--- src/design/tcc_pkg.sv ---
// Shared package for the text console cursor engine.
// Holds action and control character codes, default geometry and the
// command and status structs passed between controller and datapath.
package tcc_pkg;

  // Default screen geometry
  localparam int DEFAULT_COLUMNS = 80;
  localparam int DEFAULT_ROWS    = 25;

  // Cursor and target coordinate width
  localparam int COORD_W = 8;

  // Item actions
  localparam logic [1:0] ACT_WRITE = 2'd0;
  localparam logic [1:0] ACT_MOVE  = 2'd1;
  localparam logic [1:0] ACT_CLEAR = 2'd2;
  localparam logic [1:0] ACT_READ  = 2'd3;

  // Control characters
  localparam logic [7:0] CH_BS    = 8'h08;
  localparam logic [7:0] CH_TAB   = 8'h09;
  localparam logic [7:0] CH_LF    = 8'h0A;
  localparam logic [7:0] CH_CR    = 8'h0D;
  localparam logic [7:0] CH_SPACE = 8'h20;

  // Tab stops fall on multiples of four
  localparam logic [7:0] TAB_MASK = 8'hFC;

  // Fill attribute after reset
  localparam logic [7:0] FILL_ATTR_RESET = 8'h07;

  // Controller to datapath commands
  typedef struct packed {
    logic accept;      // capture the incoming beat
    logic decode;      // form the cell address
    logic act;         // carry out the action, start any sweep
    logic sweep_step;  // one step of a scroll or clear sweep
    logic load_out;    // load the result register
  } tcc_cmd_t;

  // Datapath to controller status
  typedef struct packed {
    logic needs_sweep; // the action scrolls or clears the screen
    logic sweep_last;  // the current sweep step is the final one
    logic out_free;    // the result register can take a new beat
  } tcc_status_t;

endpackage

--- src/design/tcc_ctrl.sv ---
// Controller state machine of the text console cursor engine.
// Sequences accept, decode, action, sweep and result load; uses tcc_pkg.
module tcc_ctrl (
  input  logic               clk,
  input  logic               rst,
  input  logic               in_valid,
  output logic               in_ready,
  input  tcc_pkg::tcc_status_t status,
  output tcc_pkg::tcc_cmd_t    cmd
);
  import tcc_pkg::*;

  localparam logic [2:0] S_IDLE   = 3'd0;
  localparam logic [2:0] S_DECODE = 3'd1;
  localparam logic [2:0] S_ACT    = 3'd2;
  localparam logic [2:0] S_SWEEP  = 3'd3;
  localparam logic [2:0] S_DONE   = 3'd4;

  logic [2:0] state;
  logic [2:0] state_next;

  assign in_ready = (state == S_IDLE);

  // Issue commands and pick the next state
  always_comb begin
    state_next     = state;
    cmd            = '0;
    unique case (state)
      S_IDLE: begin
        cmd.accept = in_valid;
        if (in_valid) begin
          state_next = S_DECODE;
        end
      end
      S_DECODE: begin
        cmd.decode = 1'b1;
        state_next = S_ACT;
      end
      S_ACT: begin
        cmd.act    = 1'b1;
        state_next = status.needs_sweep ? S_SWEEP : S_DONE;
      end
      S_SWEEP: begin
        cmd.sweep_step = 1'b1;
        if (status.sweep_last) begin
          state_next = S_DONE;
        end
      end
      S_DONE: begin
        cmd.load_out = status.out_free;
        if (status.out_free) begin
          state_next = S_IDLE;
        end
      end
      default: begin
        state_next = S_IDLE;
      end
    endcase
  end

  // Hold the state
  always_ff @(posedge clk) begin
    if (rst) begin
      state <= S_IDLE;
    end else begin
      state <= state_next;
    end
  end

endmodule

--- config.mk ---
export PLATFORM = sky130hd
export DESIGN_NAME = tcc_ctrl
export DESIGN_NICKNAME = d
export VERILOG_FILES = /design/src/design/tcc_pkg.sv /design/src/design/tcc_ctrl.sv
export SDC_FILE = /design/constraint.sdc
export NUM_CORES = 1
export LEC_CHECK = 0
export ABC_AREA = 1
export ABC_CLOCK_PERIOD_IN_PS = 910
export BUFFER_PORTS_ARGS = -buffer_cell sky130_fd_sc_hd__buf_2
export CAP_MARGIN = 30
export CORE_AREA = 10 10 47 49
export DETAILED_ROUTE_END_ITERATION = 10
export DIE_AREA = 0 0 57 59
export SLEW_MARGIN = 20
export SYNTH_ARGS = -nofsm -noshare
export SYNTH_HDL_FRONTEND = slang
export SYNTH_SLANG_ARGS = --single-unit
--- constraint.sdc ---
create_clock -name clk -period 0.91 [get_ports clk]
set_input_delay 0.091 -clock clk [delete_from_list [all_inputs] [get_ports clk]]
set_output_delay 0.091 -clock clk [all_outputs]
set_load 0.02 [all_outputs]
; Yosys cells after proc, flatten, opt, wreduce, memory -nomap -nowiden
; Cells that the tools add are included.
[classes]
n_eq_ne = 7
n_mux = 10
n_reduce_logical = 2
[ops]
columns = op, n
row1 = $pmux W3 S5, 1
row2 = $mux W3, 4
row3 = $eq A3 B2 Y1 const B, 2
row4 = $ne A2 B2 Y1 const B, 3
row5 = $mux W1, 5
row6 = $eq A3 B1 Y1 const B, 1
row7 = $eq A3 B3 Y1 const B, 1
row8 = $logic_not A3 Y1, 1
row9 = $reduce_and A3 Y1, 1
[totals]
regBits = 3
inputBits = 6

; Logic depth before layout (Yosys ltp)
; Gate-level depths: netlist of run 1.
[logic_depth]
word_depth = 3
mapped_depth = 7
ltp_nobuf = 7

; Worst setup path before layout of run 1
; Ideal clock, no wire load.
[synth_timing]
path_type = reg2out
start = reg state[2]
end = out cmd[0] (netlist bit)
t_arrival_ns = 1.178
slack_ns = -0.359
stages_incl_launch_ff = 3
path_buffers = 0
path_cell_list = dfxtp_1 -> inv_1 -> nor4_1
[synth_rtl]
columns = element, line
row1 = "start, declared", tcc_ctrl.sv:19  ; logic [2:0] state;
row2 = "start signal, assigned", tcc_ctrl.sv:66  ; state <= state_next;
row3 = "end, declared", tcc_ctrl.sv:9  ; output tcc_pkg::tcc_cmd_t cmd

==> results.yml, run 1 <==
placed_design:
  pre_cts_ws_ns: -0.154
  gp_congestion: 0.745
  placed_area_um2: 358
  io_buffers: 11
  place_hpwl_um: 619
detailed_routing:
  drc: 0
  vias: 330
  drt.antenna.violating_nets: 0
  dr.pass1.iters: 3
  vias_per_cell: 4.29
  routed_wl_um: 768
  drtIter0Drc: 2
  post_drt_wl_per_cell_um: 9.97
clock_tree:
  clk_latency_ns: 0.23
  clkTransAtPathRegs_ns: 0.03
  root_buffer: "clkbuf_4"
  cts_sinks: 3
  cts_buffer_depth: 2
  cts_tree: "yes"
  cts_hold_buf: 0
  cts_max_level: 1
  numCtsBuffers: 3
yosys:
  synth_seq_cells: 3
  yosysUniqueCellTypes: 13
  yosysTopAreaCellShare_pct: 26.1
  synth.area.top_cells: "dfxtp_1 26%, inv_1 15%, nor2_1 11%"
  syn_area_um2: 230
  synthCells: 38
  ys_seq_area_share_pct: 26.1
  yosys.area.top_type: "dfxtp_1"
  synthesis.nets: 44
  syn_area_per_cell_um2: 6.06
  ys_warn_count: 0
power:
  powerDensity_nw_per_um2: 3390
  power.leakage_nw: 0.276
  switching_power_mw: 0.796
  internal_power_mw: 0.958
  pwr-share-clk_pct: 13.0
  vdd_drop_max_v: 0.00117
  netSwitchingFraction_pct: 45.4
  combPwrFrac_pct: 67.2
  p_seq_share_pct: 19.8
worst_hold_path:
  hold_start: "rst"
  hp-class: "in2reg"
  hold_end: "state[1]"
  whs_path_depth: 4
layout:
  design_area_um2: 517
  utilization_pct: 36.9
  final_cell_mix: "8 x buf_6, 6 x inv_1, 6 x buf_4"
  nets: 68
  mostFrequentLayoutCell: "buf_6"
  fill_cells: 156
  largest_reg_flops: 3
  antenna_cells: 0
  drive_above_1_share_pct: 68.9
  top_register: "state"
  syn_to_final_growth_pct: 124
  largestRegisters: "state: 3 flops"
worst_setup_path:
  r2r_start: "state[1]"
  startpoint_type: "flop"
  worstSetupEndpointType: "primary output"
  ff2ff_path_depth: 7
  startpoint: "state[1]"
  r2r-end: "state[0]"
  slowest_delay_ns: 0.37
  r2r_setup_slack_ns: -0.19
  crit_path_top_delay_cell: "dfxtp_4"
  crit_type: "reg2out"
  crit_arrival_ns: 1.03
  critPathMaxFanout: 5
  cp.required_ns: 0.82
  crit_chain: "nor4_4 > buf_4"
sta:
  setup_viol: 9
  worst_hold_slack_ns: 0.102
  drv_slew: 0
  hold_viol_final: 0
  slew_headroom_pct: 87.0
  tightest_slew_ns: 0.194
  setup_slack_ns: -0.212
  fmax_mhz: 891
  skew_ns: 0.000948
  min_period_ns: 1.12
  tns_ns: -1.42
  fin_crit_sh_pct: 123
  rsz0062_at_grt: "true"
floorplan:
  initial_utilization_pct: 16.4
  fp.dieH_um: 59
  rows: 14
  die-area_um2: 3360
  pin_count: 12
  core_area_um2: 1400
  die_x_um: 57
status:
  violations: "negative setup slack"
  outcome: "complete, but fails checks"
global_route:
  antenna_found_initial: 0
  groute.usage.overall_pct: 4.88
  gr-total-overflow: 0
  grt_first_pass_wirelength_mm: 1.29
  grt_pass1_vias: 334
  grt_start_max_net_pins: 7
run:
  maxCapViolations: 0
==> layout make-up <==
| type | instances | area, µm² | share of cell area [%] |
|---|---|---|---|
| Clock buffer | 4 | 26.3 | 5.08 |
| Inverter | 9 | 38.8 | 7.51 |
| Multi-Input combinational cell | 26 | 200 | 38.7 |
| Sequential cell | 3 | 71.3 | 13.8 |
| Tap cell | 16 | 20.0 | 3.87 |
| Timing Repair Buffer | 19 | 160 | 31.0 |
==> logic make-up after synthesis <==
group                  share of synthesized area, %
buffers and inverters                          14.7
AO/OA/AOI/OAI                                  6.52
AND/OR/NAND/NOR                                52.7
flip-flops                                     26.1
==> synth_stat cells <==
cell type	instances
inv_1	9
nor2_1	7
nand2_1	6
dfxtp_1	3
nand2_2	2
nand3_1	2
nand3_2	2
o21ai_0	2
a21oi_1	1
nand4_1	1
nor2_2	1
nor2_4	1
nor4_1	1
==> routing by layer <==
layer | GRT usage (%) | vias up | part of all wire (%)
met3 | 2.79 | 3 | 8.2
met2 | 9.15 | 8 | 59
li1 | - | 165 | -
met4 | 3.02 | 0 | 2.2
met5 | 0 | - | 0
met1 | 3.80 | 154 | 30
==> power groups by stage <==
stage / Sequential [mW] / Combinational (mW) / Clock [mW]
floorplan: 0.291 / 0.516 / 0
global placement: 0.293 / 0.739 / 0
detailed placement: 0.296 / 0.754 / 0
CTS: 0.341 / 1.12 / 0.235
global route: 0.359 / 1.27 / 0.239
finish: 0.348 / 1.18 / 0.227
==> repair_timing <==
item | 4_1_cts | 5_1_grt
pin swaps | 10 | 2
gates cloned | 0 | 0
endpoints found under the setup margin | 9 | 9
gates resized for setup | 26 | 6
setup buffers | 5 | 0
==> stage by stage <==
stage,cells,power [mW]
6_report,77,1.75
3_3_place_gp,68,1.03
2_1_floorplan,38,0.807
3_5_place_dp,68,1.05
4_1_cts,77,1.70
5_1_grt,77,1.87
==> worst max path at each step <==
stage,endpoint,cells past startpoint
global placement,state[0],6
CTS,cmd[0],2
global route,cmd[0],2
finish,cmd[0],2
detailed placement,cmd[4],4
floorplan,state[0],7
==> critical path, delay by kind of cell, from the launching register on <==
family / cells / cell delay [ns]
flip-flops: 1 / 0.37
AND/OR/NAND/NOR: 1 / 0.25
buffers and inverters: 1 / 0.18
(Power assumes the default switching activity.)
==> inputs of run 2 (changes only) <==
--- a/config.mk
+++ b/config.mk
@@ -10,6 +10,7 @@
 export BUFFER_PORTS_ARGS = -buffer_cell sky130_fd_sc_hd__buf_2
 export CAP_MARGIN = 30
 export CORE_AREA = 10 10 47 49
+export CTS_BUF_LIST = sky130_fd_sc_hd__clkbuf_4 sky130_fd_sc_hd__clkbuf_8
 export DETAILED_ROUTE_END_ITERATION = 10
 export DIE_AREA = 0 0 57 59
 export SLEW_MARGIN = 20
==> run 2 against run 1 <==
Power grew 1.7%. Worst setup slack lost 0.00054 ns. Register-to-register slack about the same. The flow still finishes with violations (negative setup slack).
==> results.yml, run 2 (same netlist as run 1, synthesis figures left out) <==
layout:
  top_register: "state"
  syn_to_final_growth_pct: 126
  mostFrequentLayoutCell: "buf_6"
  utilization_pct: 37.1
  largest_reg_flops: 3
  final_cell_mix: "8 x buf_6, 6 x inv_1, 6 x buf_4"
  fill_cells: 154
  antenna_cells: 0
  layoutNonFillerInstCount: 77
  design_area_um2: 520
  drive_above_1_share_pct: 70.5
  nets: 68
  largestRegisters: "state: 3 flops"
worst_setup_path:
  r2r-end: "state[0]"
  cp_top_family: "flip-flops"
  worstSetupEndpointType: "primary output"
  crit_arrival_ns: 1.03
  crit_path_top_delay_cell: "dfxtp_4"
  startpoint_type: "flop"
  slowest_delay_ns: 0.37
  r2r_setup_slack_ns: -0.19
  cp_num_buf_inv: 1
  crit_chain: "nor4_4 > buf_4"
  r2r_start: "state[1]"
  critPathMaxFanout: 5
  crit_type: "reg2out"
  ff2ff_path_depth: 7
  cp.required_ns: 0.82
worst_hold_path:
  hold_end: "state[1]"
  whs_path_depth: 4
  hp-class: "in2reg"
  hold_start: "rst"
clock_tree:
  cts_hold_buf: 0
  clkTransAtPathRegs_ns: 0.03
  cts_buffer_depth: 2
  cts_max_level: 1
  clk_latency_ns: 0.23
  cts_sinks: 3
  numCtsBuffers: 3
  cts_tree: "yes"
  root_buffer: "clkbuf_4"
sta:
  fmax_mhz: 891
  min_period_ns: 1.12
  worst_hold_slack_ns: 0.101
  tightest_slew_ns: 0.194
  setup_viol: 9
  rsz0062_at_grt: "true"
  slew_headroom_pct: 87.0
  setup_slack_ns: -0.212
  tns_ns: -1.42
  skew_ns: 0.00135
  hold_viol_final: 0
  fin_crit_sh_pct: 123
  drv_slew: 0
detailed_routing:
  drtIter0Drc: 2
  routed_wl_um: 769
  post_drt_wl_per_cell_um: 9.99
  vias: 330
  drc: 0
  vias_per_cell: 4.29
  drt.antenna.violating_nets: 0
  dr.pass1.iters: 3
floorplan:
  die-area_um2: 3360
  core_area_um2: 1400
  fp.dieH_um: 59
  die_x_um: 57
  pin_count: 12
  initial_utilization_pct: 16.4
  rows: 14
placed_design:
  place_inst: 68
  gp_congestion: 0.745
  pre_cts_ws_ns: -0.154
  placed_area_um2: 358
  io_buffers: 11
  place_hpwl_um: 619
global_route:
  grt_start_max_net_pins: 7
  gr-total-overflow: 0
  grt_pass1_vias: 334
  antenna_found_initial: 0
  groute.usage.overall_pct: 4.88
  grt_first_pass_wirelength_mm: 1.29
power:
  switching_power_mw: 0.797
  internal_power_mw: 0.987
  pwr-share-clk_pct: 14.4
  p_seq_share_pct: 19.5
  combPwrFrac_pct: 66.1
  power.leakage_nw: 0.279
  vdd_drop_max_v: 0.00117
  powerDensity_nw_per_um2: 3430
  power_mw: 1.78
  netSwitchingFraction_pct: 44.7
status:
  outcome: "complete, but fails checks"
  violations: "negative setup slack"
run:
  maxCapViolations: 0
[run 2: changes by cell type in the layout (fill, tap and decap cells not counted)]
cell,change
clkbuf_4,+1
clkbuf_1,-1
[run 2: cell type report]
cell class	instances	area, µm²	share of cell area, %
repair buffers	19	160	30.8
well taps	16	20.0	3.85
flip-flops and latches	3	71.3	13.7
clock buffers	4	30.0	5.77
inverters	9	38.8	7.45
multi-input cells	26	200	38.5
[run 2: how the worst max path moves through the flow]
stage | startpoint | end | slack [ns] | cells past startpoint
after global routing | state[1] | cmd[0] | -0.25 | 2
after global placement | state[0] | state[0] | -0.12 | 6
after CTS | state[1] | cmd[0] | -0.22 | 2
final | state[1] | cmd[0] | -0.21 | 2
after floorplan | state[0] | state[0] | -0.11 | 7
after detailed placement | state[0] | cmd[4] | -0.15 | 4
[run 2: metal layers]
metal	vias up	routed length, µm	GRT usage, %
met3	3	63	2.79
met2	8	452	9.15
met5	-	0	0
li1	165	-	-
met1	154	235	3.80
met4	0	17	3.02
[run 2: power groups by stage]
stage / logic (mW) / clock network (mW) / registers [mW]
2_1_floorplan: 0.516 / 0 / 0.291
3_3_place_gp: 0.739 / 0 / 0.293
3_5_place_dp: 0.754 / 0 / 0.296
4_1_cts: 1.12 / 0.265 / 0.341
5_1_grt: 1.27 / 0.270 / 0.359
6_report: 1.18 / 0.258 / 0.348
[run 2: worst register-to-register path: stages, from the launching register on]
cell and delay (ns):
dfxtp_4 0.37, nor2_4 0.14, buf_4 0.13, nand3_2 0.08
nand3_2 0.10, nand2_1 0.06, nand2_1 0.07, nor2_2 0.04
[run 2: timing repair]
| action | in CTS | in global routing |
|---|---|---|
| resized for setup | 26 | 6 |
| buffers inserted | 5 | 0 |
| setup endpoints to repair | 9 | 9 |
| pin swaps | 10 | 2 |
